## src/dttd_pkg.sv

```systemverilog
package dttd_pkg;

    // character codes
    localparam logic [7:0] CH_MINUS   = 8'h2D;
    localparam logic [7:0] CH_POINT   = 8'h2E;
    localparam logic [7:0] CH_EXP_UC  = 8'h45;
    localparam logic [7:0] CH_EXP_LC  = 8'h65;
    localparam logic [7:0] CH_IGNORE  = 8'h63;
    localparam logic [8:0] CH_ZERO    = 9'd48;
    localparam logic [3:0] RADIX      = 4'd10;

    // binary64 layout and working exponent range (value = m * 2^e)
    localparam logic [10:0]        EXP_ALL_ONES = 11'h7FF;
    localparam logic signed [12:0] EXP_MIN      = -13'sd1075;
    localparam logic signed [12:0] EXP_SUBNORM  = -13'sd1074;
    localparam logic signed [12:0] EXP_BIAS     = 13'sd1075;
    localparam logic signed [12:0] EXP_PACK     = 13'sd1076;
    localparam logic signed [12:0] EXP_FIELD_MAX = 13'sd2047;
    localparam logic signed [12:0] ALIGN_GUARD  = 13'sd10;
    localparam logic signed [12:0] DIV_GUARD    = 13'sd8;

    typedef enum logic [8:0] {
        ST_IDLE    = 9'b000000001,
        ST_MUL     = 9'b000000010,
        ST_ALIGN   = 9'b000000100,
        ST_ADDSUB  = 9'b000001000,
        ST_NORM    = 9'b000010000,
        ST_SCALE   = 9'b000100000,
        ST_DIV     = 9'b001000000,
        ST_DIV_FIN = 9'b010000000,
        ST_OUT     = 9'b100000000
    } dttd_state_t;

    typedef enum logic [2:0] {
        OP_DIGIT_MUL = 3'b001,
        OP_DIGIT_ADD = 3'b010,
        OP_SCALE     = 3'b100
    } dttd_op_t;

    typedef struct packed {
        logic char_take;
        logic end_take;
        logic mul_load;
        logic align;
        logic addsub;
        logic div_load;
        logic div_step;
        logic div_finish;
        logic norm_step;
        logic pack;
        logic count_dec;
        logic out_load;
    } dttd_cmd_t;

    typedef struct packed {
        logic mant_digit;
        logic end_item;
        logic norm_done;
        logic div_last;
        logic count_zero;
        logic acc_special;
        logic scale_up;
        logic out_full;
    } dttd_sts_t;

endpackage

```

## src/decimal_text_to_double_core.sv

```systemverilog
// Decimal text to binary64 converter.
// Input channel (in_valid/in_ready): one item per character in ch, or an end
// item with end_of_string high. Output channel (out_valid/out_ready): one
// result_bits item per end item, the IEEE binary64 pattern of the number.
// Work per item, done on the shared float unit and its normaliser:
//   marker or exponent character: taken directly while idle.
//   mantissa digit: x10, round, align, add, round; the
//   normaliser moves one or eight places a cycle.
//   end item: for each power of ten, a multiply by ten or a divide
//   by ten in radix-256 divider steps, each followed by a round;
//   scaling stops early once the value is zero or infinite.
// Items are taken one at a time; in_ready is high only while idle.
// The result sits in an output register: a stalled receiver does not stop
// character items, only the next result waits until the register frees.
// Reset: asynchronous, active low; clears the accumulator to +0.0, both
// exponents, all flags and the output valid. Loading a result clears all but the output valid, which it sets.
module decimal_text_to_double_core (
    input  logic        clk,
    input  logic        rst_n,
    input  logic        in_valid,
    output logic        in_ready,
    input  logic [7:0]  ch,
    input  logic        end_of_string,
    output logic        out_valid,
    input  logic        out_ready,
    output logic [63:0] result_bits
);

    // command and status between sequencer and float datapath
    dttd_pkg::dttd_cmd_t cmd;
    dttd_pkg::dttd_sts_t sts;

    dttd_ctrl u_ctrl (
        .clk      (clk),
        .rst_n    (rst_n),
        .in_valid (in_valid),
        .in_ready (in_ready),
        .sts      (sts),
        .cmd      (cmd)
    );

    dttd_datapath u_datapath (
        .clk           (clk),
        .rst_n         (rst_n),
        .ch            (ch),
        .end_of_string (end_of_string),
        .out_valid     (out_valid),
        .out_ready     (out_ready),
        .result_bits   (result_bits),
        .cmd           (cmd),
        .sts           (sts)
    );

endmodule

```

## src/dttd_ctrl.sv

```systemverilog
module dttd_ctrl (
    input  logic                clk,
    input  logic                rst_n,
    input  logic                in_valid,
    output logic                in_ready,
    input  dttd_pkg::dttd_sts_t sts,
    output dttd_pkg::dttd_cmd_t cmd
);

    dttd_pkg::dttd_state_t state_reg, state_next;
    dttd_pkg::dttd_op_t    op_reg, op_next;

    always_ff @(posedge clk or negedge rst_n)
    begin
        if (!rst_n)
        begin
            state_reg <= dttd_pkg::ST_IDLE;
            op_reg    <= dttd_pkg::OP_SCALE;
        end
        else
        begin
            state_reg <= state_next;
            op_reg    <= op_next;
        end
    end

    assign in_ready = (state_reg == dttd_pkg::ST_IDLE);

    always_comb
    begin
        state_next = state_reg;
        op_next    = op_reg;
        cmd        = '0;
        unique case (state_reg)
            dttd_pkg::ST_IDLE:
            begin
                if (in_valid)
                begin
                    if (sts.end_item)
                    begin
                        cmd.end_take = 1'b1;
                        state_next   = dttd_pkg::ST_SCALE;
                    end
                    else
                    begin
                        cmd.char_take = 1'b1;
                        if (sts.mant_digit)
                            state_next = dttd_pkg::ST_MUL;
                    end
                end
            end
            dttd_pkg::ST_MUL:
            begin
                cmd.mul_load = 1'b1;
                op_next      = dttd_pkg::OP_DIGIT_MUL;
                state_next   = dttd_pkg::ST_NORM;
            end
            dttd_pkg::ST_NORM:
            begin
                if (sts.norm_done)
                begin
                    cmd.pack = 1'b1;
                    unique case (op_reg)
                        dttd_pkg::OP_DIGIT_MUL: state_next = dttd_pkg::ST_ALIGN;
                        dttd_pkg::OP_DIGIT_ADD: state_next = dttd_pkg::ST_IDLE;
                        default:                state_next = dttd_pkg::ST_SCALE;
                    endcase
                end
                else
                    cmd.norm_step = 1'b1;
            end
            dttd_pkg::ST_ALIGN:
            begin
                cmd.align  = 1'b1;
                state_next = dttd_pkg::ST_ADDSUB;
            end
            dttd_pkg::ST_ADDSUB:
            begin
                cmd.addsub = 1'b1;
                op_next    = dttd_pkg::OP_DIGIT_ADD;
                state_next = dttd_pkg::ST_NORM;
            end
            dttd_pkg::ST_SCALE:
            begin
                if (sts.count_zero || sts.acc_special)
                    state_next = dttd_pkg::ST_OUT;
                else if (sts.scale_up)
                begin
                    cmd.mul_load  = 1'b1;
                    cmd.count_dec = 1'b1;
                    op_next       = dttd_pkg::OP_SCALE;
                    state_next    = dttd_pkg::ST_NORM;
                end
                else
                begin
                    cmd.div_load  = 1'b1;
                    cmd.count_dec = 1'b1;
                    state_next    = dttd_pkg::ST_DIV;
                end
            end
            dttd_pkg::ST_DIV:
            begin
                cmd.div_step = 1'b1;
                if (sts.div_last)
                    state_next = dttd_pkg::ST_DIV_FIN;
            end
            dttd_pkg::ST_DIV_FIN:
            begin
                cmd.div_finish = 1'b1;
                op_next        = dttd_pkg::OP_SCALE;
                state_next     = dttd_pkg::ST_NORM;
            end
            dttd_pkg::ST_OUT:
            begin
                if (!sts.out_full)
                begin
                    cmd.out_load = 1'b1;
                    state_next   = dttd_pkg::ST_IDLE;
                end
            end
            default: state_next = dttd_pkg::ST_IDLE;
        endcase
    end

    // quotient is only taken after a divide pass
    assert property (@(posedge clk) disable iff (!rst_n)
        (state_reg == dttd_pkg::ST_DIV_FIN) |-> $past(state_reg == dttd_pkg::ST_DIV))
        else $error("divide finish without divide pass");

endmodule

```

## src/dttd_datapath.sv

```systemverilog
module dttd_datapath (
    input  logic                clk,
    input  logic                rst_n,
    input  logic [7:0]          ch,
    input  logic                end_of_string,
    output logic                out_valid,
    input  logic                out_ready,
    output logic [63:0]         result_bits,
    input  dttd_pkg::dttd_cmd_t cmd,
    output dttd_pkg::dttd_sts_t sts
);

    // architectural state
    logic [63:0]        acc_reg;
    logic [15:0]        frac_exp_reg;
    logic [15:0]        wr_exp_reg;
    logic               in_exp_reg, in_frac_reg, neg_reg, exp_neg_reg;
    logic signed [8:0]  digit_reg;
    logic [15:0]        count_reg;
    logic               up_reg;
    // working float
    logic [63:0]        m_reg;
    logic signed [12:0] e_reg;
    logic               sticky_reg, sign_reg, pass_reg;
    logic [63:0]        a_reg, b_reg;
    logic               sa_reg, sb_reg;
    // divider
    logic [63:0]        n_reg;
    logic [3:0]         rem_reg;
    logic [2:0]         chunk_reg;
    // output
    logic [63:0]        result_reg;
    logic               out_valid_reg;

    // unpack accumulator
    logic [10:0]        acc_field;
    logic               acc_zero, acc_inf;
    logic [52:0]        q;
    logic [63:0]        q64;
    logic signed [12:0] eq;

    assign acc_field = acc_reg[62:52];
    assign acc_zero  = (acc_reg[62:0] == 63'd0);
    assign acc_inf   = (acc_field == dttd_pkg::EXP_ALL_ONES);
    assign q         = {(acc_field != 11'd0), acc_reg[51:0]};
    assign q64       = {11'd0, q};
    assign eq        = (acc_field == 11'd0) ? dttd_pkg::EXP_SUBNORM
                       : $signed({2'b00, acc_field}) - dttd_pkg::EXP_BIAS;

    // character decode
    logic is_minus, is_point, is_exp, is_other;
    logic signed [8:0] digit9;
    logic [15:0] d16, wr_x10, total;

    assign is_minus = (ch == dttd_pkg::CH_MINUS);
    assign is_point = (ch == dttd_pkg::CH_POINT);
    assign is_exp   = (ch == dttd_pkg::CH_EXP_UC) || (ch == dttd_pkg::CH_EXP_LC);
    assign is_other = !is_minus && !is_point && !is_exp && (ch != dttd_pkg::CH_IGNORE);
    assign digit9   = $signed({1'b0, ch} - dttd_pkg::CH_ZERO);
    assign d16      = {{7{digit9[8]}}, digit9};
    assign wr_x10   = (wr_exp_reg << 3) + (wr_exp_reg << 1);
    assign total    = frac_exp_reg + wr_exp_reg;

    // alignment for the digit add
    logic [63:0]        a_al, b_al;
    logic signed [12:0] e_al;
    logic               sd_al;
    always_comb
    begin
        logic [8:0]         dneg;
        logic [7:0]         dmag;
        logic signed [12:0] sh_l, sh_r;
        logic [7:0]         lost_mask;
        dneg  = -digit_reg;
        dmag  = digit_reg[8] ? dneg[7:0] : digit_reg[7:0];
        sd_al = digit_reg[8];
        sh_l  = -eq;
        sh_r  = eq - dttd_pkg::ALIGN_GUARD;
        lost_mask = (8'd1 << sh_r[2:0]) - 8'd1;
        if (acc_zero)
        begin
            a_al = 64'd0;
            b_al = {56'd0, dmag};
            e_al = 13'sd0;
        end
        else if (eq <= 13'sd0)
        begin
            a_al = q64;
            b_al = {56'd0, dmag} << sh_l[5:0];
            e_al = eq;
        end
        else if (eq <= dttd_pkg::ALIGN_GUARD)
        begin
            a_al = q64 << eq[3:0];
            b_al = {56'd0, dmag};
            e_al = 13'sd0;
        end
        else
        begin
            a_al = q64 << dttd_pkg::ALIGN_GUARD[3:0];
            e_al = sh_r;
            if (sh_r >= 13'sd8)
                b_al = {63'd0, (dmag != 8'd0)};
            else
                b_al = {56'd0, (dmag >> sh_r[2:0]) | {7'd0, |(dmag & lost_mask)}};
        end
    end

    // normalisation step
    logic need_right, big_right, need_left, big_left, norm_done;
    assign need_right = (m_reg[63:54] != 10'd0) || (e_reg < dttd_pkg::EXP_MIN);
    assign big_right  = (m_reg[63:62] != 2'd0) || (e_reg < dttd_pkg::EXP_MIN - 13'sd7);
    assign need_left  = !need_right && !m_reg[53] && (m_reg != 64'd0)
                        && (e_reg > dttd_pkg::EXP_MIN);
    assign big_left   = (m_reg[53:46] == 8'd0) && (e_reg > dttd_pkg::EXP_MIN + 13'sd7);
    assign norm_done  = pass_reg || (m_reg == 64'd0) || (!need_right && !need_left);

    // round and pack
    logic signed [12:0] bexp;
    logic [10:0]        field;
    logic [62:0]        rnd;
    logic               ovf, up;
    logic [63:0]        packed_val;
    assign bexp  = e_reg + dttd_pkg::EXP_PACK;
    assign ovf   = m_reg[53] && (bexp >= dttd_pkg::EXP_FIELD_MAX);
    assign field = m_reg[53] ? bexp[10:0] : 11'd0;
    assign up    = m_reg[0] && (sticky_reg || m_reg[1]);
    assign rnd   = {field, m_reg[52:1]} + {62'd0, up};
    always_comb
    begin
        if (pass_reg)
            packed_val = acc_reg;
        else if (m_reg == 64'd0)
            packed_val = {sign_reg, 63'd0};
        else if (ovf)
            packed_val = {sign_reg, dttd_pkg::EXP_ALL_ONES, 52'd0};
        else
            packed_val = {sign_reg, rnd};
    end

    // one radix-256 chunk of restoring division by ten
    logic [63:0] n_step;
    logic [3:0]  rem_step;
    always_comb
    begin
        logic [4:0] r5;
        logic       qb;
        n_step   = n_reg;
        rem_step = rem_reg;
        for (int i = 0; i < 8; i++)
        begin
            r5 = {rem_step, n_step[63]};
            qb = (r5 >= {1'b0, dttd_pkg::RADIX});
            rem_step = qb ? 4'(r5 - {1'b0, dttd_pkg::RADIX}) : r5[3:0];
            n_step   = {n_step[62:0], qb};
        end
    end

    // add or subtract magnitudes
    logic [63:0] sum_m;
    logic        sum_s;
    always_comb
    begin
        if (sa_reg == sb_reg)
        begin
            sum_m = a_reg + b_reg;
            sum_s = sa_reg;
        end
        else if (a_reg >= b_reg)
        begin
            sum_m = a_reg - b_reg;
            sum_s = sa_reg;
        end
        else
        begin
            sum_m = b_reg - a_reg;
            sum_s = sb_reg;
        end
        if (sum_m == 64'd0)
            sum_s = 1'b0;
    end

    // control state
    always_ff @(posedge clk or negedge rst_n)
    begin
        if (!rst_n)
        begin
            acc_reg       <= 64'd0;
            frac_exp_reg  <= 16'd0;
            wr_exp_reg    <= 16'd0;
            in_exp_reg    <= 1'b0;
            in_frac_reg   <= 1'b0;
            neg_reg       <= 1'b0;
            exp_neg_reg   <= 1'b0;
            count_reg     <= 16'd0;
            up_reg        <= 1'b0;
            chunk_reg     <= 3'd0;
            out_valid_reg <= 1'b0;
        end
        else
        begin
            if (cmd.char_take)
            begin
                if (is_minus)
                begin
                    if (in_exp_reg)
                        exp_neg_reg <= 1'b1;
                    else
                        neg_reg <= 1'b1;
                end
                else if (is_point)
                    in_frac_reg <= 1'b1;
                else if (is_exp)
                begin
                    in_frac_reg <= 1'b0;
                    in_exp_reg  <= 1'b1;
                end
                else if (is_other)
                begin
                    if (in_exp_reg)
                        wr_exp_reg <= exp_neg_reg ? wr_x10 - d16 : wr_x10 + d16;
                    else if (in_frac_reg)
                        frac_exp_reg <= frac_exp_reg - 16'd1;
                end
            end
            if (cmd.end_take)
            begin
                up_reg    <= !total[15];
                count_reg <= total[15] ? (~total + 16'd1) : total;
            end
            if (cmd.count_dec)
                count_reg <= count_reg - 16'd1;
            if (cmd.div_load)
                chunk_reg <= 3'd0;
            else if (cmd.div_step)
                chunk_reg <= chunk_reg + 3'd1;
            if (cmd.pack)
                acc_reg <= packed_val;
            if (cmd.out_load)
            begin
                out_valid_reg <= 1'b1;
                acc_reg       <= 64'd0;
                frac_exp_reg  <= 16'd0;
                wr_exp_reg    <= 16'd0;
                in_exp_reg    <= 1'b0;
                in_frac_reg   <= 1'b0;
                neg_reg       <= 1'b0;
                exp_neg_reg   <= 1'b0;
            end
            else if (out_valid_reg && out_ready)
                out_valid_reg <= 1'b0;
        end
    end

    // payload
    always_ff @(posedge clk)
    begin
        if (cmd.char_take && is_other && !in_exp_reg)
            digit_reg <= digit9;
        if (cmd.out_load)
            result_reg <= acc_reg ^ {neg_reg, 63'd0};
        if (cmd.mul_load)
        begin
            m_reg      <= (q64 << 3) + (q64 << 1);
            e_reg      <= eq;
            sticky_reg <= 1'b0;
            sign_reg   <= acc_reg[63];
            pass_reg   <= acc_inf;
        end
        else if (cmd.div_load)
        begin
            n_reg    <= {3'd0, q, 8'd0};
            rem_reg  <= 4'd0;
            e_reg    <= eq - dttd_pkg::DIV_GUARD;
            sign_reg <= acc_reg[63];
            pass_reg <= 1'b0;
        end
        else if (cmd.div_step)
        begin
            n_reg   <= n_step;
            rem_reg <= rem_step;
        end
        else if (cmd.div_finish)
        begin
            m_reg      <= n_reg;
            sticky_reg <= (rem_reg != 4'd0);
        end
        else if (cmd.align)
        begin
            a_reg    <= a_al;
            b_reg    <= b_al;
            sa_reg   <= acc_reg[63];
            sb_reg   <= sd_al;
            e_reg    <= e_al;
            pass_reg <= acc_inf;
        end
        else if (cmd.addsub)
        begin
            m_reg      <= sum_m;
            sign_reg   <= sum_s;
            sticky_reg <= 1'b0;
        end
        else if (cmd.norm_step)
        begin
            if (need_right)
            begin
                if (big_right)
                begin
                    m_reg      <= m_reg >> 8;
                    sticky_reg <= sticky_reg || (m_reg[7:0] != 8'd0);
                    e_reg      <= e_reg + 13'sd8;
                end
                else
                begin
                    m_reg      <= m_reg >> 1;
                    sticky_reg <= sticky_reg || m_reg[0];
                    e_reg      <= e_reg + 13'sd1;
                end
            end
            else if (big_left)
            begin
                m_reg <= m_reg << 8;
                e_reg <= e_reg - 13'sd8;
            end
            else
            begin
                m_reg <= m_reg << 1;
                e_reg <= e_reg - 13'sd1;
            end
        end
    end

    assign out_valid   = out_valid_reg;
    assign result_bits = result_reg;

    assign sts.mant_digit  = is_other && !in_exp_reg;
    assign sts.end_item    = end_of_string;
    assign sts.norm_done   = norm_done;
    assign sts.div_last    = (chunk_reg == 3'd7);
    assign sts.count_zero  = (count_reg == 16'd0);
    assign sts.acc_special = acc_zero || acc_inf;
    assign sts.scale_up    = up_reg;
    assign sts.out_full    = out_valid_reg && !out_ready;

    assert property (@(posedge clk) disable iff (!rst_n)
        cmd.out_load |-> !(out_valid_reg && !out_ready))
        else $error("result overwritten while waiting");

    assert property (@(posedge clk) disable iff (!rst_n)
        !((acc_reg[62:52] == dttd_pkg::EXP_ALL_ONES) && (acc_reg[51:0] != 52'd0)))
        else $error("accumulator holds a NaN");

    assert property (@(posedge clk) disable iff (!rst_n)
        cmd.out_load |=> (acc_reg == 64'd0) && (frac_exp_reg == 16'd0)
                         && (wr_exp_reg == 16'd0) && !neg_reg)
        else $error("state not cleared after end item");

endmodule
```

## config.mk

```make
export PLATFORM = sky130hd
export DESIGN_NAME = decimal_text_to_double_core
export DESIGN_NICKNAME = d
export VERILOG_FILES = /design/src/dttd_pkg.sv /design/src/decimal_text_to_double_core.sv /design/src/dttd_ctrl.sv /design/src/dttd_datapath.sv
export SDC_FILE = /design/constraint.sdc
export NUM_CORES = 2
export LEC_CHECK = 0
export BUFFER_PORTS_ARGS = -buffer_cell sky130_fd_sc_hd__clkbuf_2
export CORE_MARGIN = 5
export CORE_UTILIZATION = 30
export CTS_BUF_LIST = sky130_fd_sc_hd__clkbuf_4
export DETAILED_ROUTE_END_ITERATION = 7
export PLACE_DENSITY = 0.48
export SYNTH_ARGS = -nofsm -noshare
export SYNTH_HDL_FRONTEND = slang
export SYNTH_HIERARCHICAL = 1
export SYNTH_SLANG_ARGS = --single-unit
```

## constraint.sdc

```tcl
create_clock -name clk -period 31.2 [get_ports clk]
set_input_delay 1.56 -clock clk [delete_from_list [all_inputs] [get_ports clk]]
set_output_delay 1.56 -clock clk [all_outputs]
set_load 0.02 [all_outputs]
```

Word-level counts from Yosys, hierarchy flattened
Cells that the tools add are included.
{"block": "word_totals", "regBits": 484, "inputBits": 13, "output_inout_bits": 66, "wordCells": 362}
{"block": "op_classes", "n_addsub": 33, "n_lt_le_gt_ge": 17, "eq_ne": 39, "shift": 4, "mux": 145, "bitwise_logic": 9, "reduce_logical": 85}
{"op": "$mux 64", "n": 17}
{"op": "$mux 16", "n": 19}
{"op": "$mux 63", "n": 4}
{"op": "$mux 13", "n": 14}
{"op": "$logic_not 64->1", "n": 2}
{"op": "$sub 64x64->64", "n": 2}
{"op": "$add 64x64->64", "n": 1}
{"op": "$ge 64x64->1", "n": 1}
{"op": "$reduce_bool 64->1", "n": 1}
{"op": "$shl 53x4->64", "n": 1}
{"op": "$shl 8x6->64", "n": 1}
{"op": "$xor 64x64->64", "n": 1}
{"op": "$add 63x1->63", "n": 1}
{"op": "$logic_not 63->1", "n": 1}
{"op": "$mux 9", "n": 7}
{"op": "$pmux 9 s7", "n": 1}
{"op": "$mux 61", "n": 1}
{"op": "$add 56x54->57", "n": 1}
{"op": "$mux 1", "n": 57}
{"op": "$mux 53", "n": 1}
{"op": "$add 16x16->16", "n": 3}
{"op": "$ge 5x4->1 const B", "n": 8}
{"op": "$sub 13x5->13 const B", "n": 3}
{"op": "$mux 4", "n": 9}
{"op": "77 further kinds", "n": 175}

Depth between registers and ports, before layout
{"block": "depth", "depth_word": 18, "ltp_mapped": 46, "depth_no_buf": 42}

Modules after synthesis
The synthesis kept the hierarchy.
{"module": "dttd_datapath", "n_inst": 1, "cells_each": 5893, "area_each_um2": 47078.9, "seq_area_each_um2": 13558.0}
{"module": "dttd_ctrl", "n_inst": 1, "cells_each": 101, "area_each_um2": 922.1, "seq_area_each_um2": 302.8}

Least setup slack after synthesis
Ideal clock, no wire load.
{"block": "synth_timing", "kind": "in2reg", "from": "input out_ready", "to": "register u_datapath.acc_reg[10]", "setup_time_ns": 0.133, "arrival_time_ns": 10.379, "required_ns": 31.067, "setup_slack_ns": 20.688, "path_stages": 6, "n_path_buf": 1, "cell_sequence": "nor2b_1 nor4b_1 nor3b_1 o21ai_1 clkbuf_1 o21ai_0"}
{"item": "start: declaration", "line": "decimal_text_to_double_core.sv:25", "text": "input logic out_ready,"}
{"item": "end signal: assignment", "line": "dttd_datapath.sv:238", "text": "acc_reg <= packed_val;"}
{"item": "end: declaration", "line": "dttd_datapath.sv:14", "text": "logic [63:0] acc_reg;"}

Final worst setup path
{"block": "layout_timing", "from": "register u_datapath.rem_reg[0]", "to": "register u_datapath.rem_reg[2] (data pin)"}
{"block": "layout_between", "elab_chain_cells": 17, "word_cells_on_any_way": 25, "cone_classes": "add/sub (8); order compare (8); mux (9)"}
{"item": "start: declaration", "line": "dttd_datapath.sv:29", "text": "logic [3:0] rem_reg;"}
{"item": "start signal: assignment", "line": "dttd_datapath.sv:281", "text": "rem_reg <= rem_step;"}
{"item": "$sub 4x4->4 or $ge 5x4->1 (tied branches)", "line": "dttd_datapath.sv:154, dttd_datapath.sv:153"}
{"item": "$mux 4 *", "line": "dttd_datapath.sv:154", "text": "rem_step = qb ? 4'(r5 - {1'b0, dttd_pkg::RADIX}) : r5[3:0];"}
{"item": "$sub 4x4->4 or $ge 5x4->1 (tied branches)", "line": "dttd_datapath.sv:154, dttd_datapath.sv:153"}
{"item": "$mux 4 *", "line": "dttd_datapath.sv:154"}
{"item": "$sub 4x4->4 or $ge 5x4->1 (tied branches)", "line": "dttd_datapath.sv:154, dttd_datapath.sv:153"}
{"item": "$mux 4 *", "line": "dttd_datapath.sv:154"}
{"item": "$ge 5x4->1 or $sub 4x4->4 (tied branches)", "line": "dttd_datapath.sv:153, dttd_datapath.sv:154"}
{"item": "$mux 4 *", "line": "dttd_datapath.sv:154"}
{"item": "$sub 4x4->4 or $ge 5x4->1 (tied branches)", "line": "dttd_datapath.sv:154, dttd_datapath.sv:153"}
{"item": "$mux 4 *", "line": "dttd_datapath.sv:154"}
{"item": "$sub 4x4->4 or $ge 5x4->1 (tied branches)", "line": "dttd_datapath.sv:154, dttd_datapath.sv:153"}
{"item": "$mux 4 *", "line": "dttd_datapath.sv:154"}
{"item": "$ge 5x4->1 or $sub 4x4->4 (tied branches)", "line": "dttd_datapath.sv:153, dttd_datapath.sv:154"}
{"item": "$mux 4 *", "line": "dttd_datapath.sv:154"}
{"item": "$sub 4x4->4 or $ge 5x4->1 (tied branches)", "line": "dttd_datapath.sv:154, dttd_datapath.sv:153"}
{"item": "$mux 4 *", "line": "dttd_datapath.sv:154"}
{"item": "$mux 4 *", "line": "dttd_datapath.sv:278", "text": "else if (cmd.div_step)"}
Mark *: on every way between the ends. The rest lies on a longest branch, timed or not. The select of a mux whose other input is x is not followed.
A chain may end at the register's enable or synchronous reset.

==> reports/results.txt <==
Die width -> 410 um
Most used cell along the critical path -> ha_1
Via density -> 5.94
Synth warn -> 6
Pin count of the biggest net entering global routing -> 85
P_int -> 2250 uW
Sw power -> 2770 uW
Buffers on Ports -> 78
Postcts setup bufs -> 0
Worst R2R End -> u_datapath/rem_reg[2]
Die ar. -> 168000 um2
HP Class -> in -> async
R2R cell count -> 42
Fin. max-slew vios -> 0
Hold-fix buffers at CTS -> 0
Synth Instances -> 5994
Max Clock Skew -> 0.112 ns
P per Cell Area -> 95.6 nW/um2
Total nets after synthesis -> 6354
Drt first pass iters -> 6
Synth Area per Inst -> 8.01 um2
Initial antenna violation count -> 12
Crit path DAT -> 10.27 ns
Number of flops mapped to enable cells by yosys -> 350
Max_slew headroom -> 12.0%
Vias in the first global route -> 46400
Max VDD drop -> 0.158 mV
Final hold viol count -> 0
MaxCap Viol Count -> 0
Comb pwr share -> 65.8%
Worst Path Class, Setup -> reg -> reg
Via count -> 48600
Synth area leaders -> edfxtp_1, ha_1, dfrtp_1, a21oi_1, nand2_1
Crit path capture type -> flop
GRT Total Usage -> 25.0%
RSZ-0062 raised after global routing -> no
Root Driver -> clkbuf_4
Lkg Pwr -> 0.0213 uW
GPL Wtd Cong -> 1.01
Crit-path leading delay family -> simple AND/OR/NAND/NOR gates
Area delta synth->final -> 9.39%
Post-synth cell types -> 117
# setup viols final -> 0
First-pass GRT wire length -> 316000 um
Final instance area -> 52500 um2
Sw Ratio -> 55.2%
Nets -> 6332
Worst Tran Pin Value -> 1.31 ns
Clk_lat worst skew -> 1.19 ns
Total Power -> 5020 uW
Fin util -> 33.1%
Routed WL per cell -> 26.8 um
Largest area contributor in the netlist -> edfxtp_1
Setup TNS -> 0 ns
CTS resizes -> 0
Die height -> 410 um
Number of remaining DRC errors -> 0
Initial drt markers -> 5185
Core area -> 159000 um2
CP Data Required Time -> 32.13 ns
DP Wirelength -> 168000 um
Max incr delay on CP -> 0.43 ns
Seq/Total Area, Yosys -> 28.9%
Synthesis-stage register bit count -> 484
Launching element of the worst setup path -> u_datapath/rem_reg[0]
Initial Utilization -> 30.2%
Io pins -> 79
Worst-path clk slew -> 0.07 ns
Syn Std Cell Area -> 48000 um2
Maximum clock path buffer count -> 3
WL final -> 219000 um
Post-layout min period -> 9.34 ns
CTS tree -> done
Fin crit share -> 29.9%
Flop2flop setup slack -> 21.86 ns
Worst reg2reg startpoint -> u_datapath/rem_reg[0]
Layout cells sized above 1 -> 10.2%
H-tree Lvls -> 4
Predominant post-synthesis flop cell -> edfxtp_1
Clock sinks -> 484
Fillers -> 16800
Status -> finished clean
Top-area cell type share of the netlist area -> 21.9%
# rows -> 146
Fmax -> 107 MHz
Crit path max fanout -> 9
Sequential power share -> 21.2%
Crit-path slowest cell -> edfxtp_1
Buf/Inv on CP -> 5
Placed Area -> 50600 um2
Total clock buffers created by CTS -> 145
Startpoint types -> flop
Grt ovf -> 0
Antenna viol nets, final -> 0
FFs w/ async S/R, synth -> 27.5%
Clock power share -> 13.0%
## through the flow
stage               instances  hold WS [ns]  worst slack, ns
finish                   8176         0.332            21.86
global route             8168         0.221            21.07
CTS                      8159         0.163            21.90
detailed placement       7897         0.488            21.94
global placement         7897         0.475            21.93
floorplan                5994         0.420            20.69
## how the worst max path moves through the flow
stage | to | slack (ns) | cells after the start
2_1_floorplan | u_datapath/acc_reg[10] | 20.69 | 6
3_3_place_gp | u_datapath/rem_reg[2] | 21.93 | 42
3_5_place_dp | u_datapath/rem_reg[2] | 21.94 | 42
4_1_cts | u_datapath/rem_reg[2] | 21.90 | 42
5_1_grt | u_datapath/rem_reg[1] | 21.07 | 42
6_report | u_datapath/rem_reg[2] | 21.86 | 42
## worst reg2reg max path: cells and delay by family, from the launching register on
kind / cells / cell delay, ns
buf+inv: 5 / 0.62
compound gates: 14 / 2.51
fa+ha+maj: 8 / 2.47
simple gates: 14 / 2.87
xor+xnor: 1 / 0.23
flops: 1 / 0.43
## synthesized netlist by cell type, types with 32 or more instances
master / n
o21a_1: 52
a311oi_1: 39
nand2b_1: 53
nand3_1: 158
inv_1: 317
ha_1: 339
clkbuf_1: 261
nor2_1: 602
dfrtp_1: 131
and3_1: 41
mux2i_1: 233
xnor2_1: 176
a21oi_1: 556
o31ai_1: 46
a211oi_1: 83
nor3_1: 127
buf_1: 45
xor2_1: 88
edfxtp_1: 350
or3_1: 50
nand4_1: 79
nor2b_1: 44
a31oi_1: 112
a21o_1: 108
mux2_2: 90
o211ai_1: 45
nand2_1: 668
nor4_1: 87
buf_2: 32
and2_1: 35
o21ai_0: 380
o21bai_1: 82
## metal layers
layer,track usage (%),routed length [um],vias to the layer above
met2,38.8,96000,2394
met4,10.1,9620,2
met5,0,10,-
met1,33.8,94800,23600
met3,5.38,18800,488
li1,-,-,22000
## power by group through the flow
stage / clock [uW] / combinational (uW) / sequential, uW
6_report: 652 / 3300 / 1060
5_1_grt: 710 / 3480 / 1070
4_1_cts: 679 / 3240 / 1060
3_5_place_dp: 0 / 3230 / 1070
3_3_place_gp: 0 / 3220 / 1070
2_1_floorplan: 0 / 2180 / 950
## layout make-up
cell class	instances	area [um2]	area share, %
inverter	320	1200	2.29
clock buffer	211	1580	3.02
tap	2072	2590	4.94
sequential	484	13900	26.4
antenna	17	42.5	0.0810
multi-input combinational	4835	31700	60.4
timing repair buffer	186	1210	2.30
clock inverter	51	308	0.586
## logic make-up (layout without fill, tap and decap cells)
logic type / count (synthesis) / count (layout) / share of synthesized area, %
AOI/OAI and AO/OA: 1819 / 1819 / 24.3
xor gates and xnor gates: 264 / 264 / 4.82
adders and majority gates: 347 / 347 / 9.17
buffers and inverters: 675 / 768 / 5.49
DFF: 484 / 484 / 28.9
muxes: 326 / 326 / 7.08
other: 0 / 17 / 0
and+or+nand+nor: 2079 / 2079 / 20.3
## cells in the final DEF, fill, tap and decap left out, drive strengths merged, types with 158 or more instances in the layout
cell type	instances
a21oi	557
xnor2	176
clkbuf	288
nand3	158
nor2	605
nand2	670
inv	327
ha	339
edfxtp	350
o21ai	396
mux2i	235
(Power assumes the default switching activity.)
